==> config.mk <==
export PLATFORM = sky130hd
export DESIGN_NAME = bitmap_page_run_allocator
export DESIGN_NICKNAME = d
export VERILOG_FILES = /design/src/rtl/core/bpra_pkg.sv /design/src/rtl/core/bpra_page_map.sv /design/src/rtl/core/bitmap_page_run_allocator.sv
export SDC_FILE = /design/constraint.sdc
export NUM_CORES = 2
export LEC_CHECK = 0
export ABC_AREA = 1
export CELL_PAD_IN_SITES_DETAIL_PLACEMENT = 0
export CELL_PAD_IN_SITES_GLOBAL_PLACEMENT = 2
export CORE_MARGIN = 3
export CORE_UTILIZATION = 41
export DETAILED_ROUTE_END_ITERATION = 12
export DONT_BUFFER_PORTS = 1
export PLACE_DENSITY_LB_ADDON = 0.1
export SYNTH_ARGS = -nofsm -noshare
export SYNTH_HDL_FRONTEND = slang
export SYNTH_SLANG_ARGS = --single-unit
export TNS_END_PERCENT = 10
==> constraint.sdc <==
create_clock -name clk -period 32.3 [get_ports clk]
set_input_delay 3.23 -clock clk [delete_from_list [all_inputs] [get_ports clk]]
set_output_delay 3.23 -clock clk [all_outputs]
set_load 0.02 [all_outputs]
==> src/rtl/core/bpra_pkg.sv <==
// ----------------------------------------------------------------------------
// bpra_pkg
// shared types and codes of the bitmap page run allocator
// ----------------------------------------------------------------------------
package bpra_pkg;

  localparam int COUNT_W  = 11;
  localparam int STATUS_W = 2;

  typedef logic [COUNT_W-1:0]  count_t;
  typedef logic [STATUS_W-1:0] status_t;
  typedef logic [0:0]          cfg_index_t;

  localparam status_t ST_OK           = 2'd0;
  localparam status_t ST_NO_SPACE     = 2'd1;
  localparam status_t ST_OUT_OF_RANGE = 2'd2;

  localparam logic CMD_ALLOC = 1'b0;
  localparam logic CMD_FREE  = 1'b1;

  localparam cfg_index_t CFG_AREA_PAGES = 1'b0;
  localparam cfg_index_t CFG_AREA_BASE  = 1'b1;

  localparam count_t AREA_PAGES_RESET = 11'd1024;

endpackage

==> src/rtl/core/bpra_page_map.sv <==
// ----------------------------------------------------------------------------
// bpra_page_map
// one bit per page, synchronous read, cleared by a sweep after reset
// ----------------------------------------------------------------------------
module bpra_page_map #(
  parameter int DEPTH = 1024,
  parameter int IW    = 10
) (
  input  logic          clk,
  input  logic          rst,
  output logic          busy,
  input  logic          rd_en,
  input  logic [IW-1:0] rd_addr,
  output logic          rd_bit,
  input  logic          wr_en,
  input  logic [IW-1:0] wr_addr,
  input  logic          wr_bit
);

  logic          mem [DEPTH];
  logic          clr_active;
  logic [IW-1:0] clr_addr;

  assign busy = clr_active;

  always_ff @(posedge clk) begin
    if (rst) begin
      clr_active <= 1'b1;
      clr_addr   <= '0;
    end else if (clr_active) begin
      clr_addr <= clr_addr + 1'b1;
      if (clr_addr == IW'(DEPTH - 1)) begin
        clr_active <= 1'b0;
      end
    end
  end

  always_ff @(posedge clk) begin
    if (clr_active) begin
      mem[clr_addr] <= 1'b0;
    end else if (wr_en) begin
      mem[wr_addr] <= wr_bit;
    end
    if (rd_en) begin
      rd_bit <= mem[rd_addr];
    end
  end

endmodule

==> src/rtl/core/bitmap_page_run_allocator.sv <==
// ----------------------------------------------------------------------------
// bitmap_page_run_allocator
// next-fit allocator of page runs over a used/free bitmap of a virtual area
// ----------------------------------------------------------------------------
// channel  | direction | handshake          | payload
// request  | in        | in_valid/in_stall   | command, num_pages, free_address
// result   | out       | out_valid/out_stall | status, run_address, pages_in_use
// config   | in        | cfg_write           | cfg_index, cfg_data
//
// allocate: one bitmap read per cycle, up to two passes over the area, then
// the run is marked page by page and its address is computed
// free: a constant reciprocal multiply for the page index, then the run is
// cleared page by page and the count of pages in use is lowered
// after reset the bitmap is swept clear of all MAX_PAGES pages, requests stall
// a new request is taken while the previous result still waits on out_stall
// ----------------------------------------------------------------------------
module bitmap_page_run_allocator #(
  parameter int MAX_PAGES  = 1024,
  parameter int PAGE_BYTES = 4096,
  parameter int ADDR_BITS  = 48
) (
  input  logic                    clk,
  input  logic                    rst,
  input  logic                    cfg_write,
  input  bpra_pkg::cfg_index_t    cfg_index,
  input  logic [ADDR_BITS-1:0]    cfg_data,
  input  logic                    in_valid,
  output logic                    in_stall,
  input  logic                    command,
  input  bpra_pkg::count_t        num_pages,
  input  logic [ADDR_BITS-1:0]    free_address,
  output logic                    out_valid,
  input  logic                    out_stall,
  output bpra_pkg::status_t       status,
  output logic [ADDR_BITS-1:0]    run_address,
  output bpra_pkg::count_t        pages_in_use
);

  import bpra_pkg::*;

  localparam int PW    = $clog2(MAX_PAGES + 1);
  localparam int IW    = $clog2(MAX_PAGES);
  localparam int NW    = (PW > COUNT_W) ? PW : COUNT_W;
  localparam int SW    = ADDR_BITS + 2;
  localparam int PG_SH = $clog2(PAGE_BYTES);
  localparam int OFS_W = IW + PG_SH;
  localparam int RCP_W = OFS_W + 2;
  localparam int FPW   = OFS_W + RCP_W;
  localparam int QSH   = OFS_W + PG_SH;

  // page index = (offset * RECIP) >> QSH, exact over the whole area
  localparam logic [RCP_W-1:0] RECIP =
    RCP_W'((((64'd1 << QSH) - 64'd1) / 64'(PAGE_BYTES)) + 64'd1);

  localparam logic [3:0] S_IDLE  = 4'd0;
  localparam logic [3:0] S_SCAN  = 4'd1;
  localparam logic [3:0] S_MARK  = 4'd2;
  localparam logic [3:0] S_AMUL  = 4'd3;
  localparam logic [3:0] S_AADD  = 4'd4;
  localparam logic [3:0] S_FSPAN = 4'd5;
  localparam logic [3:0] S_FCHK  = 4'd6;
  localparam logic [3:0] S_FDIV  = 4'd7;
  localparam logic [3:0] S_FCLR  = 4'd8;
  localparam logic [3:0] S_FUPD  = 4'd9;
  localparam logic [3:0] S_DONE  = 4'd10;

  logic [3:0]           state;
  count_t               area_pages;
  logic [ADDR_BITS-1:0] area_base;
  logic [NW-1:0]        used_count;
  logic [PW-1:0]        next_hint;

  count_t               cnt_q;
  logic [ADDR_BITS-1:0] addr_q;
  logic [PW-1:0]        limit_q;

  logic [PW-1:0]        issue_ptr;
  logic                 dvld;
  logic [IW-1:0]        didx;
  logic [NW-1:0]        run;
  logic [IW-1:0]        head;
  logic                 pass2;
  logic [IW-1:0]        first;
  logic [PW-1:0]        ptr;
  count_t               left;

  logic [SW-1:0]        prod;
  logic [SW-1:0]        span;
  logic [ADDR_BITS-1:0] offset;
  logic                 below;
  logic [FPW-1:0]       fprod;
  logic [PW-1:0]        fpage;

  status_t              res_status;
  logic [ADDR_BITS-1:0] res_addr;

  logic                 map_busy;
  logic                 rd_en;
  logic                 rd_bit;
  logic                 wr_en;
  logic                 wr_bit;

  logic                 accept;
  logic [PW-1:0]        live_limit;
  logic [NW-1:0]        cnt_ext;
  logic [NW-1:0]        run_inc;
  logic                 issue_more;
  logic                 found_now;
  logic                 pass_end;
  logic [IW-1:0]        found_first;
  logic [NW:0]          used_sum;
  logic                 clr_more;
  logic                 out_load;

  bpra_page_map #(
    .DEPTH (MAX_PAGES),
    .IW    (IW)
  ) u_map (
    .clk     (clk),
    .rst     (rst),
    .busy    (map_busy),
    .rd_en   (rd_en),
    .rd_addr (issue_ptr[IW-1:0]),
    .rd_bit  (rd_bit),
    .wr_en   (wr_en),
    .wr_addr (ptr[IW-1:0]),
    .wr_bit  (wr_bit)
  );

  assign in_stall   = (state != S_IDLE) || map_busy;
  assign accept     = in_valid && !in_stall;
  assign live_limit = (NW'(area_pages) > NW'(MAX_PAGES)) ? PW'(MAX_PAGES) : PW'(area_pages);
  assign cnt_ext    = NW'(cnt_q);
  assign run_inc    = run + 1'b1;
  assign issue_more = issue_ptr < limit_q;
  assign found_now  = dvld && !rd_bit && (run_inc == cnt_ext);
  assign pass_end   = !dvld && !issue_more;
  assign found_first = (run == '0) ? didx : head;
  assign used_sum   = (NW+1)'(used_count) + (NW+1)'(cnt_q);
  assign clr_more   = (left != '0) && (ptr < limit_q);
  assign out_load   = (state == S_DONE) && (!out_valid || !out_stall);

  assign rd_en  = (state == S_SCAN) && issue_more && !found_now;
  assign wr_en  = (state == S_MARK) || ((state == S_FCLR) && clr_more);
  assign wr_bit = (state == S_MARK);

  always_ff @(posedge clk) begin
    if (rst) begin
      area_pages <= AREA_PAGES_RESET;
      area_base  <= '0;
    end else if (cfg_write) begin
      unique case (cfg_index)
        CFG_AREA_PAGES: area_pages <= cfg_data[COUNT_W-1:0];
        CFG_AREA_BASE:  area_base  <= cfg_data;
        default:        area_base  <= area_base;
      endcase
    end
  end

  always_ff @(posedge clk) begin
    if (rst) begin
      state      <= S_IDLE;
      used_count <= '0;
      next_hint  <= '0;
      dvld       <= 1'b0;
      out_valid  <= 1'b0;
    end else begin
      if (out_load) begin
        out_valid    <= 1'b1;
        status       <= res_status;
        run_address  <= res_addr;
        pages_in_use <= used_count[COUNT_W-1:0];
      end else if (!out_stall) begin
        out_valid <= 1'b0;
      end

      unique case (state)
        S_IDLE: begin
          if (accept) begin
            cnt_q   <= num_pages;
            addr_q  <= free_address;
            limit_q <= live_limit;
            if (command == CMD_FREE) begin
              state <= S_FSPAN;
            end else if (num_pages == '0) begin
              res_status <= ST_NO_SPACE;
              res_addr   <= '0;
              state      <= S_DONE;
            end else begin
              issue_ptr <= next_hint;
              pass2     <= 1'b0;
              run       <= '0;
              dvld      <= 1'b0;
              state     <= S_SCAN;
            end
          end
        end
        S_SCAN: begin
          if (rd_en) begin
            issue_ptr <= issue_ptr + 1'b1;
            didx      <= issue_ptr[IW-1:0];
            dvld      <= 1'b1;
          end else begin
            dvld <= 1'b0;
          end
          if (dvld) begin
            if (!rd_bit) begin
              if (run == '0) begin
                head <= didx;
              end
              run <= run_inc;
            end else begin
              run <= '0;
            end
          end
          if (found_now) begin
            first <= found_first;
            ptr   <= PW'(found_first);
            left  <= cnt_q;
            state <= S_MARK;
          end else if (pass_end) begin
            if (!pass2) begin
              pass2     <= 1'b1;
              issue_ptr <= '0;
              run       <= '0;
            end else begin
              res_status <= ST_NO_SPACE;
              res_addr   <= '0;
              state      <= S_DONE;
            end
          end
        end
        S_MARK: begin
          ptr  <= ptr + 1'b1;
          left <= left - 1'b1;
          if (left == count_t'(1)) begin
            used_count <= (used_sum > (NW+1)'(MAX_PAGES)) ? NW'(MAX_PAGES) : used_sum[NW-1:0];
            next_hint  <= PW'(NW'(first) + cnt_ext);
            state      <= S_AMUL;
          end
        end
        S_AMUL: begin
          prod  <= SW'(first) * SW'(PAGE_BYTES);
          state <= S_AADD;
        end
        S_AADD: begin
          res_addr   <= area_base + prod[ADDR_BITS-1:0];
          res_status <= ST_OK;
          state      <= S_DONE;
        end
        S_FSPAN: begin
          below  <= addr_q < area_base;
          offset <= addr_q - area_base;
          span   <= SW'(limit_q) * SW'(PAGE_BYTES);
          state  <= S_FCHK;
        end
        S_FCHK: begin
          if (below || (SW'(offset) >= span)) begin
            res_status <= ST_OUT_OF_RANGE;
            res_addr   <= '0;
            state      <= S_DONE;
          end else begin
            fprod <= FPW'(offset[OFS_W-1:0]) * FPW'(RECIP);
            state <= S_FDIV;
          end
        end
        S_FDIV: begin
          fpage <= fprod[QSH +: PW];
          ptr   <= fprod[QSH +: PW];
          left  <= cnt_q;
          state <= S_FCLR;
        end
        S_FCLR: begin
          if (clr_more) begin
            ptr  <= ptr + 1'b1;
            left <= left - 1'b1;
          end else begin
            state <= S_FUPD;
          end
        end
        S_FUPD: begin
          used_count <= (used_count > cnt_ext) ? used_count - cnt_ext : '0;
          if (fpage < next_hint) begin
            next_hint <= fpage;
          end
          res_status <= ST_OK;
          res_addr   <= '0;
          state      <= S_DONE;
        end
        S_DONE: begin
          if (out_load) begin
            state <= S_IDLE;
          end
        end
        default: state <= S_IDLE;
      endcase
    end
  end

endmodule
==> metrics <==
largest net degree at the start of global routing 252; outcome complete, no violations; root buf cell clkbuf_16; number of synthesized flops with an enable pin 1371; Worst-Margin Slew 1.30 ns; layout cell share with drive strength beyond 1 6.22%; post-route cell area 77200 um2; power per cell area 60.6 nW/um2; multi-input logic area 23500 um2; Total GRT Usage 25.5%; Max Cap Viol 0; Post-Syn Instances 7401; RR Endpoint u_map.mem[599]; via count 52042; I/O Pins 177; cts repair resizes 0; DRC 0; Die Span Y 419 um; peak supply drop 0.0488 mV; Worst Path Max Fanout 16; Wirelength per Cell 23.6 um; Hold Fails Final Rpt 0; DP Wirelength 128 mm; Worst setup EP type primary output; via/cell ratio 5.44; Slew HR 13.0%; start point of the critical path u_map.busy; initial core utilization 41.3%; largest area contributor in the netlist edfxtp_1; Worst Setup EP in_stall; setup TNS 0 ns; Final Slew Violations 0; Fmax 0.187 GHz; post-route clock skew 0.0244 ns; Core Box Area 169000 um2; TritonCTS clock tree done; reg-to-reg slack, setup 27.20 ns; P_leak 25.0 nW; Worst EP arrival 2.13 ns; Most used DFF post-synth edfxtp_1; # rows 151; Tmin final 5.36 ns; Iteration-0 DRC Markers 4884; number of fill cells in the layout 16284; worst skew pair latency 0.81 ns; Final Setup Violations 0; most frequent cells in the layout nor2_1 (2082), edfxtp_1 (1371), nand2_1 (1027), o21ai_0 (626), inv_1 (429); grt ovf 0; most common cell after layout, fill and taps aside nor2_1; Die Area 176000 um2; total of flip-flops plus latches after synthesis 1469; CTS Buffer Depth 3; TritonCTS Sinks 1469; Layout area overhead 10.3%; Hold Crit Class flop to flop; share of flip-flops with an asynchronous set or reset 0%; synth top area cells edfxtp_1 (59%), nor2_1 (11%), nand2_1 (5.5%); hold_ws 0.413 ns; first-pass GRT wire length 331 mm; nets@finish 7463; port buffer count 0; Worst Setup Path Type flop to primary output; Num CTS Buffers 166; Die W 419 um; Routed WL 226 mm; critical path launch point type flop; initial antenna violation count 22; Post-Synthesis Cell Area 70000 um2; Yosys warning count 0; Unique masters post-synth 52; routability cong. 0.877; unrepaired setup endpoints after global routing false; cell count of the worst reg-to-reg path 14; hold-fix buffers at CTS 0; clk slew on worst S/H paths 0.06 ns; Synthesized Nets 7657; sequential element share of the synthesized area 61.6%; Storage cell area 43100 um2; placed cell areas 72000 um2; drt pass-1 iters 5; Synth top area share 58.8%; reg2reg start ptr[4]; Final ANT Viol Nets 0; Core Util, Final 45.6%; syn avg cell area 9.46 um2; Design Power 4.68 mW; vias in the first global route 49420; Setup Fix Bufs, Post-CTS 0; htree depth 4; Required @ worst endpoint 29.07 ns; period utilization 16.6%
[sequential cells by signal, indices dropped and copies added (netlist names), 48 cells and up]
signal	count
addr_q	48
run_address	48
area_base	48
offset	48
u_map.mem	1024
res_addr	48
[cell families (layout without fill, tap and decap cells)]
group / after synthesis / in the layout / synth area share [%]
flip-flops: 1469 / 1469 / 61.6
other: 0 / 7 / 0
multiplexers: 10 / 10 / 0.161
AND/OR/NAND/NOR: 3678 / 3678 / 21.0
adder cells (fa/ha/maj): 142 / 142 / 2.59
buffers and inverters: 907 / 848 / 5.12
AO/OA/AOI/OAI: 1129 / 1129 / 8.68
XOR/XNOR: 66 / 66 / 0.826
[metrics by stage]
step	setup WS [ns]	instances
floorplan	3.06	7401
global placement	26.41	9257
detailed placement	26.41	9257
CTS	26.84	9560
global route	26.80	9567
finish	26.94	9567
[worst max-delay path, cell delays in order, from the launching register on]
cell and delay, ns:
dfxtp_1 0.42, clkinv_1 0.48, nand2_1 0.43
[Yosys cell counts, drive strengths merged (6+ instances only)]
| cell | instances |
|---|---|
| nor2 | 2115 |
| edfxtp | 1371 |
| nand2 | 1034 |
| o21ai | 640 |
| inv | 439 |
| nand3 | 390 |
| a21oi | 322 |
| clkbuf | 292 |
| buf | 172 |
| ha | 137 |
| o211ai | 106 |
| dfxtp | 98 |
| nor3 | 50 |
| xor2 | 44 |
| nand4 | 42 |
| xnor2 | 22 |
| nor4 | 18 |
| or2 | 15 |
| a31oi | 14 |
| mux2 | 10 |
| o21bai | 8 |
| o21a | 7 |
| a211oi | 6 |
| a21o | 6 |
[metal layers]
metal	GRT usage (%)	vias up	routed length, um
li1	-	24557	-
met1	35.6	25616	100000
met2	41.0	1548	105000
met3	4.36	305	15100
met4	6.76	16	5410
met5	0	-	90
[how the worst min path moves through the flow]
stage	from	to	slack (ns)	cells after the start
after floorplan	res_addr[0]	run_address[0]	0.40	0
after global placement	res_addr[42]	run_address[42]	0.40	0
after detailed placement	res_addr[32]	run_address[32]	0.40	0
after CTS	res_addr[8]	run_address[8]	0.41	0
after global routing	res_addr[42]	run_address[42]	0.42	0
final	res_addr[42]	run_address[42]	0.41	0
[where the power goes]
part           internal (mW)  switching, mW
sequential              2.10         0.0266
combinational          0.180          0.522
clock                   1.06          0.784
[final cells by class]
class	instances	area share [%]
Tap cell	2218	3.59
Antenna cell	7	0.0227
Clock buffer	218	5.85
Timing Repair Buffer	102	1.09
Multi-Input combinational cell	5025	30.5
Inverter	443	2.18
Sequential cell	1469	55.9
Clock inverter	85	0.951
No activity file was read; power rests on OpenSTA's default activity.
